$ cat src/hdl/dtt_pkg.sv
`default_nettype none

package dtt_pkg;

  // field widths
  localparam int unsigned SlotW  = 6;
  localparam int unsigned SecW   = 32;
  localparam int unsigned NsW    = 30;
  localparam int unsigned DlW    = SecW + NsW;
  localparam int unsigned MsW    = 42;
  localparam int unsigned InDataW  = 136;
  localparam int unsigned OutDataW = 120;

  // default table depth
  localparam int unsigned SlotsDefault = 64;

  // time constants
  localparam logic [NsW-1:0] NsPerS  = 30'd1000000000;
  localparam logic [19:0]    NsPerMs = 20'd1000000;

  // item kinds
  localparam logic OpSet   = 1'b0;
  localparam logic OpQuery = 1'b1;

  // result status codes
  localparam logic StOk       = 1'b0;
  localparam logic StNotFound = 1'b1;

  // table update strobes
  typedef struct packed {
    logic wr_en;   // store deadline, mark slot valid
    logic clr_en;  // drop slot
  } store_ctrl_t;

endpackage

`default_nettype wire

$ cat src/hdl/dtt_store.sv
`default_nettype none

module dtt_store
  import dtt_pkg::*;
#(
  parameter int unsigned SLOTS = SlotsDefault,
  parameter int unsigned IdxW  = $clog2(SLOTS)
) (
  input  wire logic             clk_i,
  input  wire logic             rst_ni,
  input  wire store_ctrl_t      ctrl_i,
  input  wire logic [IdxW-1:0]  addr_i,
  input  wire logic [DlW-1:0]   wr_data_i,
  output logic                  slot_vld_o,
  input  wire logic [IdxW-1:0]  rd_addr_i,
  output logic [DlW-1:0]        rd_data_o,
  output logic                  rd_vld_o
);

  logic [DlW-1:0]   mem [SLOTS];
  logic [SLOTS-1:0] valid_q;
  logic [DlW-1:0]   rd_data_q;
  logic             rd_vld_q;

  // deadline memory: one write port, one registered read port
  always_ff @(posedge clk_i) begin
    if (ctrl_i.wr_en) begin
      mem[addr_i] <= wr_data_i;
    end
    rd_data_q <= mem[rd_addr_i];
  end

  // per-slot valid flags
  always_ff @(posedge clk_i or negedge rst_ni) begin
    if (!rst_ni) begin
      valid_q  <= '0;
      rd_vld_q <= 1'b0;
    end else begin
      if (ctrl_i.wr_en) begin
        valid_q[addr_i] <= 1'b1;
      end else if (ctrl_i.clr_en) begin
        valid_q[addr_i] <= 1'b0;
      end
      rd_vld_q <= valid_q[rd_addr_i];
    end
  end

  assign slot_vld_o = valid_q[addr_i];
  assign rd_data_o  = rd_data_q;
  assign rd_vld_o   = rd_vld_q;

endmodule

`default_nettype wire

$ cat config.mk
export PLATFORM = sky130hd
export DESIGN_NAME = dtt_store
export DESIGN_NICKNAME = d
export VERILOG_FILES = /design/src/hdl/dtt_pkg.sv /design/src/hdl/dtt_store.sv
export SDC_FILE = /design/constraint.sdc
export NUM_CORES = 2
export LEC_CHECK = 0
export CELL_PAD_IN_SITES_DETAIL_PLACEMENT = 0
export CELL_PAD_IN_SITES_GLOBAL_PLACEMENT = 2
export CORE_ASPECT_RATIO = 2
export CORE_MARGIN = 8
export CORE_UTILIZATION = 50
export DETAILED_ROUTE_END_ITERATION = 10
export DONT_BUFFER_PORTS = 1
export PLACE_DENSITY = 0.74
export RECOVER_POWER = 25
export SYNTH_ARGS = -nofsm -noshare
export SYNTH_HDL_FRONTEND = slang
export SYNTH_SLANG_ARGS = --single-unit
$ cat constraint.sdc
create_clock -name clk_i -period 3.08 [get_ports clk_i]
set_clock_uncertainty 0.2 [all_clocks]
set_input_delay 0.462 -clock clk_i [delete_from_list [all_inputs] [get_ports clk_i]]
set_output_delay 0.462 -clock clk_i [all_outputs]
set_load 0.01 [all_outputs]
==> metrics.txt <==
status finished, violations left; failing checks max-capacitance violations, max-slew violations, negative setup slack; Synth area leaders edfxtp_1 77%, mux4_2 15%, dfrtp_1 1.1%; worst slew pin tran around 2.8 ns; Async S/R FF share, synth ~1.6%; max-slew violation count 3619; Die Wd between 400 and 500 um; chip height 802 um; TritonRoute pass-1 iters 5; antenna-violating nets left 0; Root Buffer clkbuf_16; Tcrit/Tclk final 113%; Yosys warning count 0; reg2reg end rd_data_o[49]; Critical Path Max Stage Delay between 0.4 and 0.5 ns; GRT Util Overall approximately 28%; # nets final between 7k and 8k; Post-Route Utilization 57.4%; post-synth top area share between 70% and 80%; largest net degree at the start of global routing roughly 780; critical path class register to output port; final setup vio count 1; initial antenna violation count 18; Cell variety after synth 42; CTS tree done; post-layout min period approximately 3.5 ns; drt total wl about 460 mm; worst setup margin -0.402 ns; leading area contributor after synthesis edfxtp_1; std cell rows about 290; fmax approximately 290 MHz; RR Startpoint mem[39][49]; I/O Buffers 0; Post-Place Worst Slack -2.67 ns; worst-case reg-to-reg path depth 6; Post-synth top cells 3968 x edfxtp_1, 1012 x mux4_2, 179 x clkbuf_1; crit-path max FO 3; FF+latch count, synth just over 4k; core area just over 300000 sq um; Initial Util approximately half; power per cell area 641 nW/um^2; count leader, synth edfxtp_1; Worst VDD drop approximately 0.00048 V; WL per Instance about 40 um; post-synthesis cell area roughly 150000 sq um; routability cong. a little under 0.8; clock insertion delay at the later pin of the skew report slightly above 0.9 ns; Slowest cell on crit path mux4_2; DR iter-0 viols approximately 9.0k; worst hold path type input port to register; post-route design area 177000 sq um; global-route wire length before repair about 630 mm; P_leak around 55 nW; syn_nets between 6k and 7k; Relative slew margins -88.5%; Worst Hold Launch rd_addr_i[1]; TritonCTS Sinks 4095; Startpoint Class register; grt ovf 0; Die ar. between 300000 and 400000 sq um; unrepaired setup endpoints after global routing true; Post-CTS Setup Inserts 0; number of synthesized flops with an enable pin between 3k and 4k; Cell Chain, Critical Path mux4_2 > mux2_4 > nand3_4 > o311ai_4 > a211oi_2 > nand4_1 > buf_4; clock-pin slew on the worst setup and hold paths approximately 0.07 ns; DRC viols 0; Synth Instances roughly 6.7k; CP required 2.42 ns; number of global-route vias before repair roughly 80k; DP HPWL ~250 mm; Arrival @ worst endpoint between 2 and 3 ns; htree depth 5; Hold Path End rd_vld_o; share of cells above drive strength 1 27.2%; CP endpoint kind output port; CTS Buf Count about 350; Clock Path Buffers 4; hold path cells 3; Max Cap Viol 50; final hold viol count 0; via count 76.6k; Syn-to-layout area delta 14.5%; Synth Flop Type edfxtp_1; R2R Setup Slk 0.66 ns; filler cell count about 22k; via/cell ratio roughly 6.6; Mapped Avg Cell Area roughly 23 sq um; setup TNS -0.402 ns; Seq/Total Area, Yosys 79.1%; Post-DP Area 163000 sq um; number of I/O pins between 100 and 150
-- how the worst max path moves through the flow --
stage                      start            to  slack (ns)  depth (start not counted)
finish                  register    slot_vld_o       -0.40                          7
global route            register    slot_vld_o       -0.51                          7
CTS                     register    slot_vld_o       -0.51                          7
detailed placement  rd_addr_i[0]  rd_data_o[2]       -2.67                          9
global placement    rd_addr_i[0]  rd_data_o[2]       -2.55                          9
floorplan              addr_i[2]    mem[12][0]       -0.66                          5
-- flip-flops by register name, indices dropped and copies added (netlist names), named ones only --
name / cells
mem: 3968
rd_data_o: 62
rd_vld_o: 1
-- layout make-up --
class	instances	area [sq um]	share of cell area (%)
multi-input combinational	2161	30900	17.5
inverter	2	7.51	0.00425
clock buffer	436	9300	5.27
tap	4060	5080	2.88
clock inverter	211	2200	1.25
antenna	5	12.5	0.00709
timing repair buffer	563	7060	4.00
sequential	4095	122000	69.1
-- kinds of logic after synthesis --
| kind of cell | share of synthesized area (%) |
|---|---|
| DFF | 79.1 |
| muxes | 15.3 |
| AOI/OAI and AO/OA | 3.45 |
| buffers and inverters | 1.28 |
| and+or+nand+nor | 0.886 |
-- where the power goes --
group | switching [mW] | internal [mW] | leakage (nW) | total (mW)
clock network | 20.3 | 24.8 | 5.55 | 45.1
logic | 3.29 | 2.52 | 12.3 | 5.81
registers | 0.539 | 61.8 | 37.0 | 62.3
-- timing repair --
item                       4_1_cts  5_1_grt
hold buffers                   167        0
resized for setup                6        3
setup endpoints to repair       29       11
hold endpoints to repair      4170        0
cloned                           7        1
pin swaps                        3        0
-- worst max-delay path: cells and delay by family (launching register included) --
family / cells / cell delay, ns
and+or+nand+nor: 2 / 0.24
buffers and inverters: 1 / 0.19
muxes: 2 / 0.78
AOI/OAI and AO/OA: 2 / 0.28
DFF: 1 / 0.39
-- per-stage QoR --
stage | hold slack, ns | power (mW) | std cells
finish | 0.0442 | 113 | 11500
global route | 0.0652 | 116 | 11500
floorplan | -0.0336 | 66.4 | 6659
CTS | 0.00325 | 114 | 11500
global placement | -0.0225 | 68.0 | 10700
detailed placement | -0.0221 | 68.1 | 10700
-- per-layer routing --
metal / GRT usage [%] / routed length (um) / up-vias / part of all wire [%]
met5: 0 / 41 / - / 0.0089
met4: 10.5 / 22000 / 6 / 4.8
met3: 4.25 / 33900 / 944 / 7.4
met2: 50.9 / 250000 / 3787 / 54
met1: 32.5 / 154000 / 42100 / 34
li1: - / - / 29700 / -
-- cell usage in the layout, fill, tap and decap left out, types with 10 or more instances in the layout --
cell	Yosys	final
clkbuf_1	179	114
bufinv_16	0	37
inv_6	0	12
nor3_1	37	37
nor2_1	139	73
clkinv_1	0	64
buf_4	55	216
a21oi_1	130	130
nor2_4	0	66
edfxtp_1	3968	3968
clkinvlp_4	0	24
mux2i_1	72	72
a22oi_1	75	75
nand2_1	63	60
nor2b_1	16	11
dfxtp_1	62	62
mux4_2	1012	1012
dfrtp_1	65	65
nor3b_1	18	18
dlygate4sd3_1	0	100
o221ai_1	64	64
o21ai_0	130	130
clkinv_2	0	54
buf_16	0	24
clkbuf_16	0	357
a22o_1	91	91
a221oi_1	138	137
o22ai_1	126	126
buf_12	0	166
nand3_1	11	10
Power figures use the tool's default switching activity.
