`src/hdl/dtt_pkg.sv`:
```
`default_nettype none

package dtt_pkg;

  // field widths
  localparam int unsigned SlotW  = 6;
  localparam int unsigned SecW   = 32;
  localparam int unsigned NsW    = 30;
  localparam int unsigned DlW    = SecW + NsW;
  localparam int unsigned MsW    = 42;
  localparam int unsigned InDataW  = 136;
  localparam int unsigned OutDataW = 120;

  // default table depth
  localparam int unsigned SlotsDefault = 64;

  // time constants
  localparam logic [NsW-1:0] NsPerS  = 30'd1000000000;
  localparam logic [19:0]    NsPerMs = 20'd1000000;

  // item kinds
  localparam logic OpSet   = 1'b0;
  localparam logic OpQuery = 1'b1;

  // result status codes
  localparam logic StOk       = 1'b0;
  localparam logic StNotFound = 1'b1;

  // table update strobes
  typedef struct packed {
    logic wr_en;   // store deadline, mark slot valid
    logic clr_en;  // drop slot
  } store_ctrl_t;

endpackage

`default_nettype wire

```
`src/hdl/dtt_ms_unit.sv`:
```
`default_nettype none

// Sleep time in ms from the earliest deadline and the current time. Seconds and
// nanoseconds are differenced apart, the nanosecond part is brought into range
// with up to two borrows, then one shared multiplier forms seconds * 1000 and
// the nanosecond part / 1e6 by reciprocal multiplication.
module dtt_ms_unit
  import dtt_pkg::*;
(
  input  wire logic            clk_i,
  input  wire logic            rst_ni,
  input  wire logic            start_i,
  input  wire logic [SecW-1:0] dead_sec_i,
  input  wire logic [NsW-1:0]  dead_nsec_i,
  input  wire logic [SecW-1:0] now_sec_i,
  input  wire logic [NsW-1:0]  now_nsec_i,
  output logic                 done_o,
  output logic [MsW-1:0]       ms_o
);

  typedef enum logic [2:0] {
    M_IDLE, M_BRW_A, M_BRW_B, M_MUL_S, M_MUL_N, M_SUM
  } ms_state_e;

  localparam int unsigned SDiffW = SecW + 2;
  localparam int unsigned NDiffW = NsW + 2;
  localparam int unsigned MulAW  = 32;
  localparam int unsigned MulBW  = 25;
  localparam int unsigned ProdW  = MulAW + MulBW;
  localparam int unsigned QW     = 10;

  // ns / 1e6 == (ns >> 6) / 15625 == ((ns >> 6) * RecipM) >> RecipSh, exact below 2^24
  localparam logic [MulBW-1:0] MsPerS  = 25'd1000;
  localparam logic [MulBW-1:0] RecipM  = 25'd17592187;
  localparam int unsigned      RecipSh = 38;

  ms_state_e         state_q;
  logic [SDiffW-1:0] sdiff_q;
  logic [NDiffW-1:0] ndiff_q;
  logic [ProdW-1:0]  prod_q;
  logic [MsW-1:0]    ms_q;
  logic              late_q;
  logic              done_q;

  logic [MulAW-1:0]  mul_a;
  logic [MulBW-1:0]  mul_b;
  logic [ProdW-1:0]  mul_p;

  // shared multiplier: seconds difference first, then the scaled nanoseconds
  assign mul_a = (state_q == M_MUL_N) ? {8'd0, ndiff_q[NsW-1:6]} : sdiff_q[SecW-1:0];
  assign mul_b = (state_q == M_MUL_N) ? RecipM : MsPerS;
  assign mul_p = {{MulBW{1'b0}}, mul_a} * {{MulAW{1'b0}}, mul_b};

  always_ff @(posedge clk_i or negedge rst_ni) begin
    if (!rst_ni) begin
      state_q <= M_IDLE;
      done_q  <= 1'b0;
      ms_q    <= '0;
    end else begin
      done_q <= 1'b0;
      unique case (state_q)
        M_IDLE: begin
          if (start_i) begin
            sdiff_q <= {2'b00, dead_sec_i} - {2'b00, now_sec_i};
            ndiff_q <= {2'b00, dead_nsec_i} - {2'b00, now_nsec_i};
            state_q <= M_BRW_A;
          end
        end
        // nanosecond borrow, taken up to twice
        M_BRW_A, M_BRW_B: begin
          if (ndiff_q[NDiffW-1]) begin
            ndiff_q <= ndiff_q + NDiffW'(NsPerS);
            sdiff_q <= sdiff_q - SDiffW'(1);
          end
          state_q <= (state_q == M_BRW_A) ? M_BRW_B : M_MUL_S;
        end
        // deadline at or before now sleeps zero
        M_MUL_S: begin
          late_q  <= sdiff_q[SDiffW-1] || ((sdiff_q == '0) && (ndiff_q == '0));
          prod_q  <= mul_p;
          state_q <= M_MUL_N;
        end
        M_MUL_N: begin
          ms_q    <= prod_q[MsW-1:0];
          prod_q  <= mul_p;
          state_q <= M_SUM;
        end
        M_SUM: begin
          ms_q    <= late_q ? '0 : ms_q + MsW'(prod_q[RecipSh +: QW]);
          done_q  <= 1'b1;
          state_q <= M_IDLE;
        end
        default: state_q <= M_IDLE;
      endcase
    end
  end

  assign done_o = done_q;
  assign ms_o   = ms_q;

endmodule

`default_nettype wire

```
`config.mk`:
```
export PLATFORM = sky130hd
export DESIGN_NAME = dtt_ms_unit
export DESIGN_NICKNAME = d
export VERILOG_FILES = /design/src/hdl/dtt_pkg.sv /design/src/hdl/dtt_ms_unit.sv
export SDC_FILE = /design/constraint.sdc
export NUM_CORES = 1
export LEC_CHECK = 0
export BUFFER_PORTS_ARGS = -buffer_cell sky130_fd_sc_hd__buf_4
export CAP_MARGIN = 20
export CORE_UTILIZATION = 30
export DETAILED_ROUTE_END_ITERATION = 6
export SYNTH_ARGS = -nofsm -noshare
export SYNTH_HDL_FRONTEND = slang
export SYNTH_SLANG_ARGS = --single-unit
```
`constraint.sdc`:
```
create_clock -name clk_i -period 16.15 [get_ports clk_i]
set_input_delay 3.23 -clock clk_i [delete_from_list [all_inputs] [get_ports clk_i]]
set_output_delay 3.23 -clock clk_i [all_outputs]
set_load 0.02 [all_outputs]
```
==> flow_summary.yaml <==
run_status:
  status: "finished clean"
global_routing:
  grt_use_met2_pct: 26.5
  grt_overflow: 0
  grt_pass1_wl_mm: 127
  grt_util_met1_pct: 25.2
  antenna_found_initial: 1
  grt_max_degree: 65
  busiest_layer: "met2"
  met3_usage_pct: 3.97
  grt_pass1_vias: 22100
  grtUsageTotal_pct: 17.5
routing:
  vias: 21700
  wl_mm: 81.2
  drt_pass1_iterations: 6
  wl_per_cell_um: 18.0
  final_antenna_net_count: 0
  viasPerCell: 4.80
  drcViolationCount: 0
  first_iter_violations: 1393
clocking:
  clock-sinks: 161
  h-tree-depth: 4
  root_buffer: "clkbuf_16"
  clk_pin_slew_worst_paths_ns: 0.07
  insertion_delay_ns: 0.47
  ctsHoldBuffers: 0
  cts-resized-gates: 0
  cts_buffers: 17
  clockBufferDepth: 2
  cts_tree: "built"
  cts_setup_buffers: 0
sta:
  maxSlewHeadroom_pct: 33.2
  final_max_slew_viol_count: 0
  tns_ns: 0
  grt_setup_unrepaired: "false"
  finalHoldViolCount: 0
  tightest_slew_ns: 0.992
  whs_ns: 0.500
  finalSetupViolations: 0
  clock_skew_ns: 0.0143
  fin_crit_ns: 9.28
  period_share_pct: 57.5
  clock.fmax_ghz: 0.108
die:
  core_um2: 91700
  ios: 170
  die_y_um: 306
  die-width_um: 306
  start_util_pct: 30.3
  rows: 111
  fp.dieArea_um2: 93800
critical_path:
  path_max_fanout: 56
  critical_path_class: "reg -> reg"
  cp_slowest_stage_delay_ns: 0.56
  startpoint_type: "register"
  worstPathRequired_ns: 16.37
  rr_worst_depth: 30
  endpoint_kind: "register"
  crit_arrival_ns: 9.50
  worst_path_most_repeated_cell: "fa_1"
  slowest_stage: "buf_4"
yosys:
  synth-warning-count: 0
  synth_ff_type: "edfxtp_1"
  synth_edf_count: 115
  async_flop_share_pct: 28.6
  ys_types: 86
  netlist_area_um2: 27800
  yosys_register_bits: 161
  synth_cells: 3142
  syn_avg_cell_area_um2: 8.84
  yosysSeqAreaShare_pct: 16.6
worst_hold_path:
  hold_depth: 2
  hp-class: "reg -> reg"
placement:
  portBuffers: 169
  gp_congestion: 0.969
  hpwl_mm: 67.8
final_layout:
  area_delta_synth_final_pct: 12.3
  drive_gt1_share_pct: 8.03
  nets: 4098
  n_fill_cell: 9573
run:
  drv_cap: 0
==> Yosys cell counts, types with 58 or more instances <==
cell type,count,share of area [%]
inv_1,652,8.8
a21oi_1,154,2.8
o21ai_0,70,1.3
a21o_1,72,1.9
clkbuf_1,78,1.1
fa_1,315,23
and2_1,58,1.3
nand2_1,159,2.1
edfxtp_1,115,12
ha_1,344,16
xnor2_1,148,4.7
xor2_1,106,3.3
nor2_1,210,2.8
==> cell families (layout without fill, tap and decap cells) <==
family,count (synthesis),count (layout),share of synthesized area [%]
mux,7,7,0.257
flops,161,161,16.6
other cells,2,53,0.0270
fa+ha+maj,659,659,38.2
simple gates,732,732,13.4
xor+xnor,254,254,8.01
compound gates,572,572,13.3
buf+inv,755,888,10.2
==> state kept, by name (all words and copies together) (netlist names) <==
signal   cells
prod_q      48
sdiff_q     34
ms_o        42
state_q      3
done_o       1
late_q       1
ndiff_q     32
==> cell type report <==
cell class,count,area [µm²],share of cell area (%)
multi-input cells,2276,20500,65.9
flip-flops and latches,161,4600,14.8
inverters,659,2470,7.93
repair buffers,197,1500,4.81
well taps,1186,1480,4.76
clock buffers,17,425,1.36
clock inverters,15,143,0.458
diodes,1,2.50,0.00803
==> layout by cell type, fill, tap and decap left out, drive strengths merged, types with 111 or more instances in the layout <==
master  netlist  final
nor2        210    210
a21oi       154    154
xnor2       148    148
o21ai       111    111
edfxtp      115    115
nand2       160    160
ha          344    344
fa          315    315
buf          18    197
inv         652    661
==> worst max-delay path, delay by kind of cell, from the launching register on <==
family,cells,cell delay [ns]
adders and majority gates,8,3.53
AOI/OAI and AO/OA,8,1.91
and+or+nand+nor,5,1.42
buffers and inverters,7,1.36
DFF,1,0.49
xor gates and xnor gates,2,0.28
==> metrics by stage <==
stage	instance area, µm²	std cells	utilization, %	setup slack (ns)
floorplan	28000	3192	-	8.33
global placement	30600	4478	33.4	6.97
detailed placement	30600	4478	33.4	6.87
CTS	31100	4510	34.0	6.89
global route	31200	4511	34.0	6.40
finish	31200	4512	34.0	6.87
==> worst paths after layout <==
path | startpoint | to | slack, ns
max | state_q[1]$_DFFE_PN0N_ | prod_q[34]$_DFFE_PP_ | 6.87
min | prod_q[28]$_DFFE_PP_ | ms_o[28]$_DFFE_PN0P_ | 0.50
max reg2reg | state_q[1]$_DFFE_PN0N_ | prod_q[34]$_DFFE_PP_ | 6.87
min reg2reg | prod_q[28]$_DFFE_PP_ | ms_o[28]$_DFFE_PN0P_ | 0.50
max in group asynchronous | rst_ni | ms_o[12]$_DFFE_PN0P_ | 12.95
min in group asynchronous | rst_ni | ms_o[16]$_DFFE_PN0P_ | 2.77
==> routing by layer <==
| layer | vias to the layer above | part of all wire (%) |
|---|---|---|
| met2 | 622 | 42 |
| met5 | - | 0.10 |
| met1 | 10400 | 48 |
| met3 | 77 | 7.1 |
| li1 | 10600 | - |
| met4 | 2 | 2.0 |
Power is not shown: default switching activity piles up to over one toggle a cycle in this logic, so the estimate is an artifact.
